**config.mk**
```make
export PLATFORM = sky130hd
export DESIGN_NAME = s3lv_queue
export DESIGN_NICKNAME = d
export VERILOG_FILES = /design/src/rtl/core/se3_log_velocity_core_assert.svh /design/src/rtl/core/s3lv_pkg.sv /design/src/rtl/core/s3lv_queue.sv
export SDC_FILE = /design/constraint.sdc
export NUM_CORES = 1
export LEC_CHECK = 0
export BUFFER_PORTS_ARGS = -buffer_cell sky130_fd_sc_hd__buf_2
export CAP_MARGIN = 10
export CORE_ASPECT_RATIO = 0.6
export CORE_MARGIN = 5
export CORE_UTILIZATION = 25
export CTS_CLUSTER_DIAMETER = 80
export DETAILED_ROUTE_END_ITERATION = 8
export MAX_ROUTING_LAYER = met4
export PLACE_DENSITY_LB_ADDON = 0.15
export SYNTH_ARGS = -nofsm -noshare
export SYNTH_HDL_FRONTEND = slang
export SYNTH_SLANG_ARGS = --single-unit
```
**constraint.sdc**
```tcl
create_clock -name i_clk -period 62 [get_ports i_clk]
set_input_delay 9.3 -clock i_clk [delete_from_list [all_inputs] [get_ports i_clk]]
set_output_delay 9.3 -clock i_clk [all_outputs]
set_load 0.02 [all_outputs]
```
**src/rtl/core/se3_log_velocity_core_assert.svh**
```systemverilog
// Assertion macros shared by the se3 log velocity core.
`ifndef SE3_LOG_VELOCITY_CORE_ASSERT_SVH
`define SE3_LOG_VELOCITY_CORE_ASSERT_SVH

// Same-cycle implication, reset masks the check.
`define S3LV_ASSERT_IMPL(label, clk, rst_n, ante, cons, msg) \
    label: assert property (@(posedge clk) disable iff (!rst_n) (ante) |-> (cons)) \
        else $error(msg);

// Next-cycle implication, reset masks the check.
`define S3LV_ASSERT_NEXT(label, clk, rst_n, ante, cons, msg) \
    label: assert property (@(posedge clk) disable iff (!rst_n) (ante) |=> (cons)) \
        else $error(msg);

`endif

```
**src/rtl/core/s3lv_pkg.sv**
```systemverilog
// Package with types, constants and helper functions of the se3 log velocity core.
`timescale 1ns / 1ps
`default_nettype none
package s3lv_pkg;

    localparam int CORDIC_STEPS_DEF = 32;
    localparam int QUEUE_DEPTH      = 2;
    localparam int DIV_W            = 64;

    localparam logic [30:0] THR_RESET = 31'd107374;

    localparam logic signed [63:0] ONE_Q30     = 64'sd1073741824;
    localparam logic signed [63:0] HALF_Q30    = 64'sd536870912;
    localparam logic signed [63:0] HALF_PI_Q30 = 64'sd1686629713;
    localparam logic signed [63:0] PI_Q30      = 64'sd3373259426;
    localparam logic signed [63:0] LIM         = 64'sh1000_0000_0000_0000;

    // Reciprocals ceil(2^59 / d). The multiplier drops 30 bits and a further shift
    // drops 29, which gives exact quotients for operands below 2^34.
    localparam int                 RECIP_SH = 29;
    localparam logic signed [63:0] RECIP_12 = 64'sd48038396025285291;
    localparam logic signed [63:0] RECIP_40 = 64'sd14411518807585588;
    localparam logic signed [63:0] RECIP_42 = 64'sd13725256007224369;
    localparam logic signed [63:0] RECIP_60 = 64'sd9607679205057059;

    localparam logic [1:0] ROW_LAST   = 2'd2;
    localparam logic [1:0] ROW_UNUSED = 2'd3;

    localparam logic signed [63:0] ATAN_TAB [11] = '{
        64'sd843314857, 64'sd497837829, 64'sd263043837, 64'sd133525159,
        64'sd67021687, 64'sd33543516, 64'sd16775851, 64'sd8388437,
        64'sd4194283, 64'sd2097149, 64'sd1048576
    };

    typedef struct packed {
        logic [8:0][31:0] rot;
        logic [2:0][31:0] tr;
        logic [31:0]      dt;
    } t_job;

    typedef struct packed {
        logic busy;
        logic emitting;
    } t_back_status;

    typedef enum logic [4:0] {
        ST_IDLE, ST_TRACE, ST_CSQ, ST_SQRT, ST_CINIT, ST_CORDIC, ST_THETA,
        ST_T2, ST_SER, ST_FSER, ST_FDIV, ST_B40, ST_B42, ST_BM42, ST_B60,
        ST_BM60, ST_B12, ST_NUM, ST_RATIO, ST_BDIV, ST_W, ST_U, ST_V,
        ST_LIN, ST_OUT, ST_EMIT
    } t_state;

    function automatic logic signed [63:0] angle_step(input logic [5:0] idx);
        logic signed [63:0] r;
        if (idx < 6'd11) begin
            r = ATAN_TAB[idx[3:0]];
        end else if (idx <= 6'd30) begin
            r = 64'sd1 <<< (6'd30 - idx);
        end else begin
            r = '0;
        end
        return r;
    endfunction

    function automatic logic [1:0] mod3_next(input logic [1:0] k);
        return (k == 2'd2) ? 2'd0 : k + 2'd1;
    endfunction

    function automatic logic signed [63:0] sat_lim(input logic signed [63:0] v);
        logic signed [63:0] r;
        priority if (v > LIM) r = LIM;
        else if (v < -LIM) r = -LIM;
        else r = v;
        return r;
    endfunction

endpackage
`default_nettype wire

```
**src/rtl/core/s3lv_queue.sv**
```systemverilog
// Short job queue between the front end and the back end.
`timescale 1ns / 1ps
`default_nettype none
module s3lv_queue #(
    parameter int DEPTH = s3lv_pkg::QUEUE_DEPTH
) (
    input  logic           i_clk,
    input  logic           i_rst_n,
    input  logic           i_push,
    input  s3lv_pkg::t_job i_job,
    input  logic           i_pop,
    output s3lv_pkg::t_job o_job,
    output logic           o_full,
    output logic           o_empty
);
    import s3lv_pkg::*;

    localparam int PW = (DEPTH > 1) ? $clog2(DEPTH) : 1;
    localparam int CW = $clog2(DEPTH + 1);

    t_job          r_mem [DEPTH];
    logic [PW-1:0] r_wr, r_rd;
    logic [CW-1:0] r_cnt;

    assign o_full  = (r_cnt == CW'(DEPTH));
    assign o_empty = (r_cnt == '0);
    assign o_job   = r_mem[r_rd];

    always_ff @(posedge i_clk) begin
        if (i_push) r_mem[r_wr] <= i_job;
    end

    always_ff @(posedge i_clk) begin
        if (!i_rst_n) begin
            r_wr  <= '0;
            r_rd  <= '0;
            r_cnt <= '0;
        end else begin
            if (i_push) r_wr <= (r_wr == PW'(DEPTH - 1)) ? '0 : r_wr + 1'b1;
            if (i_pop)  r_rd <= (r_rd == PW'(DEPTH - 1)) ? '0 : r_rd + 1'b1;
            if (i_push && !i_pop) r_cnt <= r_cnt + 1'b1;
            else if (!i_push && i_pop) r_cnt <= r_cnt - 1'b1;
        end
    end

endmodule
`default_nettype wire

```
==> results.py, run 1 <==
metrics = {
    "sta": {
        "tns_ns": 0,
        "drv_slew": 0,
        "setup_ws_ns": 47.73,
        "fin_crit_ns": 14.27,
        "tightest_slew_ns": 1.05,
        "fmaxAchievable_mhz": 70.1,
        "rsz0062_at_grt": "false",
        "finalHoldViolCount": 0,
        "relSlewSlack_pct": 30.3,
        "finalCritPeriodShare_pct": 23.0,
        "skew_ns": 0.0208,
        "setup_viol": 0,
    },
    "route": {
        "drc_errors": 0,
        "wirelength_microns": 82800,
        "met1Wirelength_microns": 32400,
        "post_drt_wl_per_cell_microns": 21.0,
        "wl_met3_microns": 5880,
        "drt-initial-drc-count": 746,
        "wl_met2_microns": 42900,
        "via_count": 15600,
        "top_layer": "met4",
        "vias_per_cell": 3.96,
        "ant_nets": 0,
        "drtPass1Iterations": 5,
    },
    "grt": {
        "antenna_found_initial": 23,
        "grt_pass1_vias": 17000,
        "grt_pass1_wl_microns": 118000,
        "gr-total-overflow": 0,
        "grt_max_degree": 123,
        "grt_usage_pct": 12.4,
    },
    "critical_path": {
        "crit_type": "reg2out",
        "worstPathMaxFanout": 70,
        "worstPathArrival_ns": 4.97,
        "crit_path_end_kind": "primary output",
        "required_ns": 52.70,
        "start_kind": "register",
    },
    "cells_and_area": {
        "multi_input_area_sq_um": 5560,
        "drive_above_1_share_pct": 59.3,
        "register_area_sq_um": 25100,
        "fillerInstances": 12100,
        "fin_nets": 2634,
        "area_growth_pct": 27.9,
        "fin_cells": 3935,
    },
    "power_and_ir_drop": {
        "p_leak_nw": 14.9,
        "ir_drop_mv": 0.0178,
        "p_per_area_nw_per_um2": 33.3,
    },
    "clock_network": {
        "post_cts_resized": 0,
        "cts_buffer_depth": 3,
        "clkLatencyLatePin_ns": 0.64,
        "post_cts_buffers": 0,
        "clock-sinks": 837,
        "clock-root-buffer": "clkbuf_16",
        "clk_pin_slew_ns": 0.06,
        "h-tree-depth": 3,
        "cts_tree": "built",
        "cts-buffers-inserted": 86,
        "hold_buffers": 0,
    },
    "synth": {
        "synth_area_per_cell_sq_um": 23.6,
        "yosysTopAreaCell": "edfxtp_1",
        "yosys-top-cells-area": "edfxtp_1, mux2_4, mux2_2",
        "synth_flop_cell": "edfxtp_1",
        "syn-num-nets": 1737,
        "synth-seq-cells": 837,
        "synthTopCellsByCount": "edfxtp_1, mux2_4, mux2_2",
        "synth_area_sq_um": 31100,
        "yosys_warnings": 0,
        "synth.most_common_cell": "edfxtp_1",
        "async_reset_ff_share_pct": 0,
        "ys_types": 20,
        "synth_edf_count": 832,
        "synthCells": 1316,
        "synth_top_area_share_pct": 80.3,
        "synth_seq_area_share_pct": 80.6,
    },
    "placement": {
        "post-place-cells": 3757,
        "place_ws_ns": 47.95,
        "port_buffers": 837,
        "place_hpwl_microns": 59600,
        "place_congestion": 0.788,
    },
    "die": {
        "die_x_microns": 465,
        "die_y_microns": 283,
        "core-area_sq_um": 124000,
        "rows": 100,
        "ios": 838,
        "die_area_sq_um": 132000,
        "start_util_pct": 25.1,
    },
    "min_path": {
        "hold_class": "reg2reg",
    },
    "job": {
        "maxCapViolations": 0,
    },
    "outcome": {
        "status": "complete, no violations",
    },
}
==> critical path, stage by stage (launching register included) <==
cell and delay, ns:
dfxtp_4 0.96, buf_4 0.90, buf_4 0.82, buf_4 0.85
mux2_4 0.36, buf_2 0.16
==> cell usage in the layout (no fill, tap or decap) <==
| master | n |
|---|---|
| buf_4 | 17 |
| buf_12 | 1 |
| o21ai_0 | 1 |
| nor2b_4 | 1 |
| clkinv_2 | 12 |
| mux2_4 | 200 |
| inv_1 | 1 |
| ha_1 | 1 |
| dfxtp_4 | 1 |
| clkbuf_1 | 18 |
| xnor2_1 | 1 |
| or3_1 | 1 |
| o21a_1 | 1 |
| clkinvlp_4 | 3 |
| edfxtp_1 | 832 |
| mux2_1 | 40 |
| nor2b_1 | 2 |
| xor2_1 | 2 |
| clkinv_8 | 3 |
| diode_2 | 23 |
| dfxtp_1 | 4 |
| mux2_2 | 176 |
| a21boi_0 | 1 |
| and2_1 | 3 |
| buf_2 | 837 |
| bufinv_16 | 5 |
| nor2_1 | 1 |
| clkinv_1 | 20 |
| and2_4 | 1 |
| inv_8 | 1 |
| clkbuf_8 | 5 |
| clkbuf_16 | 88 |
==> final cells by class <==
| class | count | area share (%) |
|---|---|---|
| Clock inverter | 44 | 0.924 |
| Sequential cell | 837 | 63.0 |
| Clock buffer | 111 | 5.88 |
| Multi-Input combinational cell | 432 | 14.0 |
| Inverter | 1 | 0.00943 |
| Timing Repair Buffer | 855 | 10.9 |
| Antenna cell | 23 | 0.145 |
| Tap cell | 1632 | 5.13 |
==> registers in the layout (all words and copies together), names as in the netlist, named ones only <==
name,count
r_mem,832
r_cnt,2
r_rd,1
r_wr,1
==> report_power, final <==
group,total [mW],internal (mW),switching (mW)
Combinational,0.161,0.0654,0.0957
Sequential,0.664,0.655,0.00845
Clock,0.498,0.287,0.212
Total,1.32,1.01,0.316
==> final timing paths <==
kind	start	endpoint	slack, ns	depth (start not counted)
min reg2reg	r_cnt[1]	r_cnt[1]	0.53	2
max reg2reg	r_wr	r_mem[0][306]	57.24	5
max	register	o_job[311]	47.73	5
min	r_cnt[1]	r_cnt[1]	0.53	2
==> metal layers <==
metal,global-route usage [%],vias to the layer above
met5,-,-
met4,3.30,0
met3,4.21,99
met2,21.3,478
met1,13.9,7895
li1,-,7111
==> per-stage QoR <==
stage / power [mW] / hold slack (ns) / cell area, sq um / util (%)
after detailed placement: 0.841 / 0.519 / 37000 / 29.9
after CTS: 1.35 / 0.527 / 39700 / 32.1
after floorplan: 0.793 / 0.473 / 31100 / -
final: 1.32 / 0.527 / 39800 / 32.2
after global routing: 1.38 / 0.596 / 39800 / 32.2
after global placement: 0.839 / 0.500 / 37000 / 29.9
==> logic make-up (layout without fill, tap and decap cells) <==
logic type	after synthesis	count (layout)	synth area share, %
muxes	416	416	17.5
other	0	23	0
AOI/OAI and AO/OA	3	3	0.0644
and+or+nand+nor	9	9	0.173
adders and majority gates	1	1	0.0402
DFF	837	837	80.6
buffers and inverters	47	1011	1.52
xor gates and xnor gates	3	3	0.0845
No activity file was read; power rests on OpenSTA's default activity.
==> run 2: changes to the inputs <==
- clock period: 62 -> 13.28 ns (I/O delays scaled with it)
==> results.py, run 2 (same netlist as run 1, synthesis figures left out) <==
metrics = {
    "cells_and_area": {
        "area_growth_pct": 28.7,
        "fin_nets": 2631,
        "top_register": "r_mem",
        "largest_reg_flops": 832,
        "layout_common_cells": "buf_2, edfxtp_1, mux2_4",
        "final_common_cell": "buf_2",
        "top_regs": "r_mem (832), r_cnt (2)",
        "drive_above_1_share_pct": 59.8,
        "utilization_pct": 32.4,
    },
    "grt": {
        "grt_usage_pct": 12.6,
        "grt_pass1_vias": 17100,
        "antenna_found_initial": 27,
        "grt_max_degree": 130,
        "grt_pass1_wl_microns": 119000,
        "gr-total-overflow": 0,
    },
    "sta": {
        "tightest_slew_ns": 1.13,
        "relSlewSlack_pct": 24.7,
        "drv_slew": 0,
        "setup_viol": 0,
        "fmaxAchievable_mhz": 171,
        "fin_crit_ns": 5.84,
        "tns_ns": 0,
        "skew_ns": 0.0128,
        "rsz0062_at_grt": "false",
        "finalHoldViolCount": 0,
        "finalCritPeriodShare_pct": 43.9,
    },
    "route": {
        "via_count": 15600,
        "ant_nets": 0,
        "vias_per_cell": 3.97,
        "drt-initial-drc-count": 743,
        "wirelength_microns": 84100,
        "drtPass1Iterations": 4,
        "drc_errors": 0,
        "post_drt_wl_per_cell_microns": 21.4,
    },
    "power_and_ir_drop": {
        "total_power_mw": 6.37,
        "p_leak_nw": 15.1,
        "ir_drop_mv": 0.0916,
        "p_per_area_nw_per_um2": 159,
    },
    "placement": {
        "port_buffers": 837,
        "place_hpwl_microns": 59700,
        "place_congestion": 0.836,
    },
    "clock_network": {
        "clock-sinks": 837,
        "h-tree-depth": 3,
        "clock-root-buffer": "clkbuf_16",
        "post_cts_buffers": 0,
        "cts_tree": "built",
        "clk_pin_slew_ns": 0.06,
        "cts-buffers-inserted": 87,
        "post_cts_resized": 0,
        "clkLatencyLatePin_ns": 0.66,
        "cts_buffer_depth": 3,
        "hold_buffers": 0,
    },
    "outcome": {
        "status": "complete, no violations",
    },
    "critical_path": {
        "cpPeakStageDelay_ns": 0.97,
        "start_kind": "register",
        "crit_path_top_delay_cell": "dfxtp_4",
        "r2r_slack_ns": 9.44,
        "worstPathMaxFanout": 66,
        "cp_common_cell": "buf_4",
        "worstPathArrival_ns": 3.84,
        "crit_type": "reg2out",
        "crit_chain": "buf_4 > buf_4 > mux2_2 > buf_2",
        "crit_path_end_kind": "primary output",
        "required_ns": 11.29,
    },
    "die": {
        "die_area_sq_um": 132000,
        "ios": 838,
        "start_util_pct": 25.1,
        "rows": 100,
        "die_y_microns": 283,
        "die_x_microns": 465,
        "core-area_sq_um": 124000,
    },
    "job": {
        "maxCapViolations": 0,
    },
    "min_path": {
        "hold_class": "reg2reg",
    },
}
-- run 2: cell count changes in the layout (fill, tap and decap cells not counted), sizes merged --
| cell | change |
|---|---|
| clkbuf | -12 |
| bufinv | +7 |
| inv | +7 |
| buf | -4 |
| clkinv | +1 |
| diode | -1 |
-- run 2: final cells by class --
| cell class | instances | area (sq um) |
|---|---|---|
| diodes | 22 | 55.1 |
| clock buffers | 99 | 2260 |
| clock inverters | 59 | 672 |
| fillers | 12100 | 83700 |
| inverters | 1 | 3.75 |
| multi-input cells | 432 | 5560 |
| flip-flops and latches | 837 | 25100 |
| well taps | 1632 | 2040 |
| repair buffers | 851 | 4360 |
-- run 2: report_power, final --
| part | switching [mW] | internal (mW) | leakage, nW |
|---|---|---|---|
| Combinational | 0.446 | 0.308 | 5.76 |
| Clock | 1.04 | 1.47 | 1.44 |
| Sequential | 0.0413 | 3.06 | 7.85 |
-- run 2: path summary, 6_finish.rpt --
check / start / end / cells past startpoint
max: register / o_job[124] / 4
min: r_cnt[1] / r_cnt[1] / 2
max reg2reg: r_wr / r_mem[1][162] / 4
min reg2reg: r_cnt[1] / r_cnt[1] / 2
-- run 2: per-stage QoR --
stage	cell area, sq um	hold slack [ns]	setup slack [ns]	std cells
final	40000	0.529	7.44	3933
after CTS	40000	0.528	7.23	3911
after global placement	37000	0.490	7.54	3753
after global routing	40000	0.577	7.12	3932
after floorplan	31100	0.473	1.17	1316
after detailed placement	37000	0.522	7.47	3753
-- run 2: critical path, delay by kind of cell, from the launching register on --
| kind | cells | cell delay, ns |
|---|---|---|
| buffers and inverters | 3 | 1.70 |
| DFF | 1 | 0.97 |
| muxes | 1 | 0.42 |
-- run 2: per-layer routing --
metal / track usage, % / wire length (microns)
met4: 3.77 / 2120
met1: 13.7 / 32200
met3: 3.88 / 5430
met2: 22.1 / 44300
met5: - / 0
