$ cat src/rtl/core/se3_log_velocity_core_assert.svh
// Assertion macros shared by the se3 log velocity core.
`ifndef SE3_LOG_VELOCITY_CORE_ASSERT_SVH
`define SE3_LOG_VELOCITY_CORE_ASSERT_SVH

// Same-cycle implication, reset masks the check.
`define S3LV_ASSERT_IMPL(label, clk, rst_n, ante, cons, msg) \
    label: assert property (@(posedge clk) disable iff (!rst_n) (ante) |-> (cons)) \
        else $error(msg);

// Next-cycle implication, reset masks the check.
`define S3LV_ASSERT_NEXT(label, clk, rst_n, ante, cons, msg) \
    label: assert property (@(posedge clk) disable iff (!rst_n) (ante) |=> (cons)) \
        else $error(msg);

`endif

$ cat src/rtl/core/s3lv_pkg.sv
// Package with types, constants and helper functions of the se3 log velocity core.
`timescale 1ns / 1ps
`default_nettype none
package s3lv_pkg;

    localparam int CORDIC_STEPS_DEF = 32;
    localparam int QUEUE_DEPTH      = 2;
    localparam int DIV_W            = 64;

    localparam logic [30:0] THR_RESET = 31'd107374;

    localparam logic signed [63:0] ONE_Q30     = 64'sd1073741824;
    localparam logic signed [63:0] HALF_Q30    = 64'sd536870912;
    localparam logic signed [63:0] HALF_PI_Q30 = 64'sd1686629713;
    localparam logic signed [63:0] PI_Q30      = 64'sd3373259426;
    localparam logic signed [63:0] LIM         = 64'sh1000_0000_0000_0000;

    // Reciprocals ceil(2^59 / d). The multiplier drops 30 bits and a further shift
    // drops 29, which gives exact quotients for operands below 2^34.
    localparam int                 RECIP_SH = 29;
    localparam logic signed [63:0] RECIP_12 = 64'sd48038396025285291;
    localparam logic signed [63:0] RECIP_40 = 64'sd14411518807585588;
    localparam logic signed [63:0] RECIP_42 = 64'sd13725256007224369;
    localparam logic signed [63:0] RECIP_60 = 64'sd9607679205057059;

    localparam logic [1:0] ROW_LAST   = 2'd2;
    localparam logic [1:0] ROW_UNUSED = 2'd3;

    localparam logic signed [63:0] ATAN_TAB [11] = '{
        64'sd843314857, 64'sd497837829, 64'sd263043837, 64'sd133525159,
        64'sd67021687, 64'sd33543516, 64'sd16775851, 64'sd8388437,
        64'sd4194283, 64'sd2097149, 64'sd1048576
    };

    typedef struct packed {
        logic [8:0][31:0] rot;
        logic [2:0][31:0] tr;
        logic [31:0]      dt;
    } t_job;

    typedef struct packed {
        logic busy;
        logic emitting;
    } t_back_status;

    typedef enum logic [4:0] {
        ST_IDLE, ST_TRACE, ST_CSQ, ST_SQRT, ST_CINIT, ST_CORDIC, ST_THETA,
        ST_T2, ST_SER, ST_FSER, ST_FDIV, ST_B40, ST_B42, ST_BM42, ST_B60,
        ST_BM60, ST_B12, ST_NUM, ST_RATIO, ST_BDIV, ST_W, ST_U, ST_V,
        ST_LIN, ST_OUT, ST_EMIT
    } t_state;

    function automatic logic signed [63:0] angle_step(input logic [5:0] idx);
        logic signed [63:0] r;
        if (idx < 6'd11) begin
            r = ATAN_TAB[idx[3:0]];
        end else if (idx <= 6'd30) begin
            r = 64'sd1 <<< (6'd30 - idx);
        end else begin
            r = '0;
        end
        return r;
    endfunction

    function automatic logic [1:0] mod3_next(input logic [1:0] k);
        return (k == 2'd2) ? 2'd0 : k + 2'd1;
    endfunction

    function automatic logic signed [63:0] sat_lim(input logic signed [63:0] v);
        logic signed [63:0] r;
        priority if (v > LIM) r = LIM;
        else if (v < -LIM) r = -LIM;
        else r = v;
        return r;
    endfunction

endpackage
`default_nettype wire

$ cat src/rtl/core/s3lv_front.sv
// Front end: takes matrix rows, keeps rows 0 and 1, and queues a job on row 2.
`timescale 1ns / 1ps
`default_nettype none
module s3lv_front (
    input  logic           i_clk,
    input  logic           i_valid,
    output logic           o_ready,
    input  logic [1:0]     i_row,
    input  logic [159:0]   i_data,
    input  logic           i_full,
    output logic           o_push,
    output s3lv_pkg::t_job o_job
);
    import s3lv_pkg::*;

    logic [31:0] r_rot [6];
    logic [31:0] r_tr  [2];
    logic        w_acc;

    assign o_ready = !i_full;
    assign w_acc   = i_valid && o_ready;

    always_ff @(posedge i_clk) begin
        if (w_acc && i_row != ROW_LAST && i_row != ROW_UNUSED) begin
            if (i_row[0]) begin
                r_rot[3] <= i_data[31:0];
                r_rot[4] <= i_data[63:32];
                r_rot[5] <= i_data[95:64];
            end else begin
                r_rot[0] <= i_data[31:0];
                r_rot[1] <= i_data[63:32];
                r_rot[2] <= i_data[95:64];
            end
            r_tr[i_row[0]] <= i_data[127:96];
        end
    end

    always_comb begin
        o_push = 1'b0;
        unique case (i_row)
            ROW_LAST: o_push = w_acc;
            default:  o_push = 1'b0;
        endcase
        for (int k = 0; k < 6; k++) o_job.rot[k] = r_rot[k];
        o_job.rot[6] = i_data[31:0];
        o_job.rot[7] = i_data[63:32];
        o_job.rot[8] = i_data[95:64];
        o_job.tr[0]  = r_tr[0];
        o_job.tr[1]  = r_tr[1];
        o_job.tr[2]  = i_data[127:96];
        o_job.dt     = i_data[159:128];
    end

endmodule
`default_nettype wire

$ cat config.mk
export PLATFORM = sky130hd
export DESIGN_NAME = s3lv_front
export DESIGN_NICKNAME = d
export VERILOG_FILES = /design/src/rtl/core/se3_log_velocity_core_assert.svh /design/src/rtl/core/s3lv_pkg.sv /design/src/rtl/core/s3lv_front.sv
export SDC_FILE = /design/constraint.sdc
export NUM_CORES = 1
export LEC_CHECK = 0
export BUFFER_PORTS_ARGS = -buffer_cell sky130_fd_sc_hd__buf_2
export CELL_PAD_IN_SITES_DETAIL_PLACEMENT = 0
export CELL_PAD_IN_SITES_GLOBAL_PLACEMENT = 1
export CORE_AREA = 2 2 225 227
export DETAILED_ROUTE_END_ITERATION = 8
export DIE_AREA = 0 0 227 229
export GPL_ROUTABILITY_DRIVEN = 0
export PLACE_DENSITY = 0.45
export SLEW_MARGIN = 30
export SYNTH_ARGS = -nofsm -noshare
export SYNTH_HDL_FRONTEND = slang
export SYNTH_SLANG_ARGS = --single-unit
$ cat constraint.sdc
create_clock -name i_clk -period 26.6 [get_ports i_clk]
set_clock_uncertainty 0.15 [all_clocks]
set_input_delay 5.32 -clock i_clk [delete_from_list [all_inputs] [get_ports i_clk]]
set_output_delay 5.32 -clock i_clk [all_outputs]
set_load 0.02 [all_outputs]
==> results of run 1 <==
cell families after synthesis:
kind of cell  after synthesis  synth area share (%)
buf+inv                   161                  13.5
flops                     256                  86.1
simple gates                3                 0.448
power by group:
group	internal, mW	leakage (nW)	switching, mW
Clock	0.198	0.396	0.154
Sequential	0.458	2.33	0.00254
Combinational	0.0219	2.08	0.0516
Total	0.678	4.80	0.208
worst min path at each step:
stage	endpoint	slack, ps	depth (start not counted)
2_1_floorplan	r_rot[0][0]	5270	0
3_3_place_gp	r_rot[2][24]	5370	1
3_5_place_dp	r_rot[2][24]	5370	1
4_1_cts	r_rot[2][24]	4780	1
5_1_grt	r_rot[3][13]	4780	1
6_report	r_rot[5][24]	4810	1
layout make-up:
cell class / instances / share of cell area (%)
Timing Repair Buffer: 521 / 21.8
Tap cell: 672 / 6.99
Inverter: 1 / 0.0312
Clock buffer: 38 / 6.32
Multi-Input combinational cell: 3 / 0.437
Clock inverter: 11 / 0.447
Sequential cell: 256 / 63.9
registers in the layout, indices dropped and copies added (netlist names):
signal and cells:
r_tr 64, r_rot 192
critical path, stage by stage:
cell and delay, ps:
buf_2 130, and4bb_2 280, buf_2 160
placed cells by master, fill, tap and decap left out:
| cell | n |
|---|---|
| buf_4 | 2 |
| and4bb_4 | 1 |
| clkinv_2 | 2 |
| buf_2 | 518 |
| inv_6 | 2 |
| buf_12 | 1 |
| clkinv_1 | 7 |
| clkbuf_1 | 9 |
| and4bb_2 | 1 |
| nor4b_4 | 1 |
| clkbuf_16 | 29 |
| edfxtp_1 | 256 |
| inv_1 | 1 |
cell usage after synthesis:
cell type and number:
and4bb_2 2, buf_4 160, inv_1 1, nor4b_2 1, edfxtp_1 256
layer usage:
layer	vias to the layer above	part of all wire (%)
met1	2361	36
met2	301	50
li1	2188	-
met3	49	10
met4	0	3.2
met5	-	0
==> reports/qor.yml, run 1 <==
synth_top_cell_by_area: "edfxtp_1"
slew_viol_final: 0
grt_max_degree: 129
post_dp_cell_area_um2: 11200
drt-initial-drc-count: 190
drv_cap: 0
netlist_area_um2: 8930
io_buffers: 518
post-route-period-util_pct: 42.7
overflow: 0
cts_hold_buf: 0
final_cell_area_um2: 12000
core_area_um2: 49700
start_kind: "input port"
max_slew_margin_pct: 33.5
ctsRootBufferMaster: "clkbuf_16"
cp.required_ps: 21130
hold_ws_ps: 4810
wl_per_cell_um: 16.0
synth_area_leaders: "edfxtp_1 86%, buf_4 13%, and4bb_2 0.28%"
cts_setup_buffers: 0
path_class: "input port to output port"
ant_nets: 0
dieArea_um2: 52000
hp-class: "input port to flip-flop"
synth_fp_nets: 585
finalWorstSetupSlack_ps: 15250
grt_antenna_before_repair: 0
synth-seq-area-share_pct: 86.1
place_ws_ps: 15250
finalPower_mw: 0.886
hold_path_startpoint: "i_data[88]"
io_pins: 583
stdcell_count: 1502
status: "finished, final reports clean"
grt_use_total_pct: 8.44
use_met3_pct: 3.01
die_h_um: 229
grt-busiest-layer: "met2"
ys_ff_latch: 256
rsz0062_at_grt: "no"
cp-end-kind: "output port"
seqCellArea_um2: 7690
fmax_ghz: 0.0881
finalCriticalPeriod_ps: 11350
nFillCells: 5225
synthDistinctLibCells: 5
cp-startpoint: "i_full"
setup-violations-final: 0
cts_tree: "built"
grt_pass1_vias: 4739
drive_above_1_share_pct: 67.1
start_util_pct: 18.0
use_met2_pct: 14.7
drc_errors: 0
die_w_um: 227
multi_input_area_um2: 52.6
cts_resized: 0
clk_path_buf_depth: 3
synth_top_cell_area_share_pct: 86.1
via_count: 4899
wl_um: 24000
grt_pass1_wl_um: 32300
dp_cells: 1453
final_util_pct: 24.2
fin_setup_tns_ps: 0
row_count: 82
diodes: 0
final_hold_viol_count: 0
h-tree-depth: 1
clk_pin_slew_worst_paths_ps: 60
drt-vias-per-instance: 3.26
first_pass_iters: 4
syn_area_per_cell_um2: 21.3
numCtsBuffers: 29
yosys_warnings: 0
cellPowerDensity_nw_per_um2: 73.7
critical_path.endpoint: "o_push"
cts.sink_count: 256
syn_to_final_growth_pct: 34.6
dp_hpwl_um: 17400
tightest_slew_ps: 998
cp_max_fo: 4
syn_inst: 420
use_met1_pct: 9.20
cp.arrival_ps: 5880
leakage_nw: 4.80
final_nets: 977
peakVddDrop_uv: 43.1
(Power assumes the default switching activity.)
==> run 2: changes to the inputs <==
clock period = 11.1 ns   (was 26.6 ns; I/O delays follow)
==> run 2 against run 1 <==
  * Utilization up 0.093 points
  * Worst hold slack worse by 3100 ps
  * Setup slack worse by 9300 ps
  * Sequential power up 140%
  * Sequential share of layout area down 0.25 points
  * Critical endpoint unchanged
  * Largest power group unchanged
==> reports/qor.yml, run 2 (synthesis gave the netlist of run 1 again) <==
core_area_um2: 49700
critical_path.endpoint: "o_push"
diodes: 0
worstPathCellList: "buf_2 -> and4bb_2 -> buf_2"
dp_cells: 1453
mostFrequentLayoutCell: "buf_2"
grt_pass1_wl_um: 32100
tightest_slew_ps: 858
drt-vias-per-instance: 3.21
cp_slowest_stage_delay_ps: 280
first_pass_iters: 4
hp-class: "input port to flip-flop"
largest_reg_flops: 192
hold_path_startpoint: "i_data[88]"
setup-violations-final: 0
stdcell_count: 1505
row_count: 82
hold_ws_ps: 1710
syn_to_final_growth_pct: 35.1
top_register: "r_rot"
cp_slowest_cell: "and4bb_2"
ant_nets: 0
dp_hpwl_um: 17400
cts.sink_count: 256
drive_above_1_share_pct: 67.6
leakage_nw: 4.83
cp_max_fo: 4
slew_viol_final: 0
die_h_um: 229
p_sw_share_pct: 23.4
p_seq_share_pct: 51.3
ctsRootBufferMaster: "clkbuf_16"
path_class: "input port to output port"
finalCriticalPeriod_ps: 5150
cts_setup_buffers: 0
start_kind: "input port"
wl_per_cell_um: 15.8
io_pins: 583
final_nets: 977
rsz0062_at_grt: "no"
clk_pin_slew_worst_paths_ps: 50
final_hold_viol_count: 0
dieArea_um2: 52000
p_sw_mw: 0.502
grt_pass1_vias: 4713
peakVddDrop_uv: 99.4
drt-initial-drc-count: 153
drc_errors: 0
fin_setup_tns_ps: 0
path_common_cell: "buf_2"
die_w_um: 227
finalWorstSetupSlack_ps: 5950
cts_tree: "built"
wl_um: 23800
mostFrequentLayoutCells: "518 x buf_2, 256 x edfxtp_1, 29 x clkbuf_16"
internal-power_mw: 1.65
cts_resized: 0
grt_use_total_pct: 8.38
cp.required_ps: 8730
p_comb_share_pct: 8.2
max_slew_margin_pct: 42.8
numCtsBuffers: 29
overflow: 0
cts_hold_buf: 0
start_util_pct: 18.0
fmax_ghz: 0.194
grt_max_degree: 129
cp-end-kind: "output port"
clk_path_buf_depth: 3
post-route-period-util_pct: 46.4
place_ws_ps: 5950
status: "finished, final reports clean"
cellPowerDensity_nw_per_um2: 178
cp.arrival_ps: 2780
io_buffers: 518
grt_antenna_before_repair: 0
drv_cap: 0
cp-startpoint: "i_full"
h-tree-depth: 1
via_count: 4830
power.share.clock_pct: 40.5
==> run 2: worst min path at each step <==
| stage | to | slack [ps] | depth (start not counted) |
|---|---|---|---|
| 3_5_place_dp | r_rot[2][24] | 2270 | 1 |
| 5_1_grt | r_tr[1][24] | 1660 | 1 |
| 2_1_floorplan | r_rot[0][0] | 2170 | 0 |
| 6_report | r_rot[5][24] | 1710 | 1 |
| 3_3_place_gp | r_rot[2][24] | 2270 | 1 |
| 4_1_cts | r_rot[2][24] | 1660 | 1 |
==> run 2: worst max-delay path, delay by kind of cell <==
family,cells,cell delay [ps]
buf+inv,2,290
simple gates,1,280
==> run 2: metal layers <==
| metal | GRT usage [%] | vias up | share of wire (%) |
|---|---|---|---|
| met3 | 2.54 | 41 | 9.1 |
| met5 | 0 | - | 0 |
| li1 | - | 2180 | - |
| met2 | 14.8 | 294 | 51 |
| met1 | 9.33 | 2315 | 37 |
| met4 | 3.41 | 0 | 2.6 |
==> run 2: final cells by class <==
cell class              instances  area (um2)
clock inverters                19         119
multi-input cells               3        52.6
flip-flops and latches        256        7690
repair buffers                521        2630
well taps                     672         841
fillers                      5248       37600
clock buffers                  33         741
inverters                       1        3.75
==> run 2: stage by stage <==
stage	total power, mW	area [um2]	util [%]
3_5_place_dp	1.30	11200	22.6
6_report	2.15	12100	24.3
5_1_grt	2.24	12100	24.3
3_3_place_gp	1.30	11200	22.6
4_1_cts	2.19	12100	24.3
2_1_floorplan	1.26	8930	-
==> run 2: power groups by stage <==
stage          combinational, mW  clock [mW]  sequential [mW]
2_1_floorplan             0.0915           0             1.17
3_3_place_gp               0.181           0             1.12
3_5_place_dp               0.180           0             1.12
4_1_cts                    0.180       0.911             1.10
5_1_grt                    0.187       0.948             1.11
6_report                   0.176       0.870             1.10
==> run 3: changes to the inputs <==
ABC_AREA = 1   (was not set)
CORE_AREA = 2 2 229 231   (was 2 2 225 227)
DIE_AREA = 0 0 231 233   (was 0 0 227 229)
PLACE_DENSITY = 0.46   (was 0.45)
clock period = 4.25 ns   (was 11.1 ns; I/O delays follow)
==> run 3 against run 2 <==
  * Setup slack lost 4000 ps
  * Utilization shrank 0.37 points
  * Worst hold slack lost 1400 ps
  * Non-clock buffer count is the same
  * Critical path depth grew 2
==> reports/qor.yml, run 3 <==
dieArea_um2: 53800
grt_use_total_pct: 7.68
largest_reg_flops: 192
diodes: 0
synth_common_cells: "256 x edfxtp_1, 160 x buf_4, 3 x nor2_1"
fin_setup_tns_ps: 0
cp.arrival_ps: 1310
cts_hold_buf: 0
final_hold_viol_count: 0
tightest_slew_ps: 799
synth-seq-area-share_pct: 86.1
io_buffers: 518
finalWorstSetupSlack_ps: 1940
finalPower_mw: 5.93
slew_viol_final: 0
ctsRootBufferMaster: "clkbuf_16"
h-tree-depth: 1
post_dp_cell_area_um2: 11200
leakage_nw: 4.91
numCtsBuffers: 29
fmax_ghz: 0.434
drv_cap: 0
post-route-period-util_pct: 54.3
synth_top_cell_area_share_pct: 86.1
drc_errors: 0
yosys_warnings: 0
synth_fp_nets: 589
cts_setup_buffers: 0
critical_path.endpoint: "o_push"
drive_above_1_share_pct: 68.0
synth_top_cell_by_area: "edfxtp_1"
grt_pass1_wl_um: 30500
finalCriticalPeriod_ps: 2310
start_kind: "input port"
cp-startpoint: "i_full"
peakVddDrop_uv: 300
setup-violations-final: 0
cts_resized: 0
synth_top_family_by_area: "buffers and inverters"
drt-vias-per-instance: 3.17
wl_per_cell_um: 15.0
cellPowerDensity_nw_per_um2: 485
synthXorXnorAreaFrac_pct: 0
cp_max_fo: 3
yosysMostFrequentCell: "edfxtp_1"
grt_antenna_before_repair: 1
synth-simple-area-share_pct: 0.294
clk_path_buf_depth: 3
place_ws_ps: 1740
die_h_um: 233
core_area_um2: 51100
top_register: "r_rot"
grt_pass1_vias: 4483
async_reset_ff_share_pct: 0
hold_ws_ps: 334
cp.required_ps: 3250
drt-initial-drc-count: 113
cts.sink_count: 256
synth-compound-area-share_pct: 0
mostFrequentLayoutCell: "buf_2"
dp_hpwl_um: 16800
ys_ff_latch: 256
status: "finished, final reports clean"
via_count: 4807
die_w_um: 231
synthFlopType: "edfxtp_1"
final_cell_area_um2: 12200
ant_nets: 0
start_util_pct: 17.5
hp-class: "input port to flip-flop"
synthDistinctLibCells: 7
synth_area_leaders: "edfxtp_1 86%, buf_4 13%, nor2_1 0.13%"
final_nets: 981
path_class: "input port to output port"
overflow: 0
wl_um: 22800
netlist_area_um2: 8930
grt_max_degree: 129
clk_pin_slew_worst_paths_ps: 60
synthMuxAreaShare_pct: 0
synth_edf_count: 256
row_count: 83
synth_fa_ha_area_share_pct: 0
max_slew_margin_pct: 46.7
rsz0062_at_grt: "no"
first_pass_iters: 4
io_pins: 583
syn_to_final_growth_pct: 37.1
mostFrequentLayoutCells: "518 x buf_2, 256 x edfxtp_1, 29 x clkbuf_16"
syn_area_per_cell_um2: 21.1
cp-end-kind: "output port"
cts_tree: "built"
syn_inst: 424
-- run 3: cell count changes after synthesis --
cell,change
inv_2,+1
nand3_2,+1
nor2_1,+3
and4bb_2,-2
nor4b_2,-1
nand3_1,+1
inv_1,+1
-- run 3: worst min path at each step --
stage	slack, ps	start	cells after the start	endpoint
2_1_floorplan	800	i_data[0]	0	r_rot[0][0]
3_3_place_gp	900	i_data[100]	1	r_tr[0][4]
3_5_place_dp	900	i_data[2]	1	r_rot[0][2]
4_1_cts	280	i_data[81]	1	r_rot[2][17]
5_1_grt	300	i_data[100]	1	r_tr[0][4]
6_report	330	i_data[100]	1	r_tr[0][4]
-- run 3: kinds of logic (layout without fill, tap and decap cells) --
kind of cell,count (synthesis),in the layout
DFF,256,256
buffers and inverters,163,577
and+or+nand+nor,5,5
-- run 3: through the flow --
stage,util [%],instances
final,23.9,1518
after global routing,23.9,1518
after CTS,23.9,1518
after floorplan,-,424
after detailed placement,22.0,1465
after global placement,22.0,1465
-- run 3: where the power goes --
part | total, mW | internal [mW] | switching, mW
logic | 0.458 | 0.137 | 0.321
clock network | 2.59 | 1.61 | 0.985
registers | 2.88 | 2.87 | 0.0155
total | 5.93 | 4.61 | 1.32
-- run 3: final cells by class --
type	count	area (um2)
clock buffer	31	733
inverter	3	11.3
clock inverter	22	270
timing repair buffer	521	2640
tap	680	851
fill	5358	38900
multi-input combinational	5	41.3
sequential	256	7690
-- run 3: worst max-delay path: stages --
cell and delay (ps):
buf_2 100, inv_2 60, nand3_1 60, nor2_1 70, buf_2 160
-- run 3: routing by layer --
metal  routed length (um)  GRT usage [%]  up-vias  share of wire, %
met5                   13              0        -             0.057
met4                  636           2.74        2               2.8
li1                     -              -     2194                 -
met2                11800           13.6      306                52
met3                 2090           2.88       41               9.2
met1                 8270           8.42     2264                36
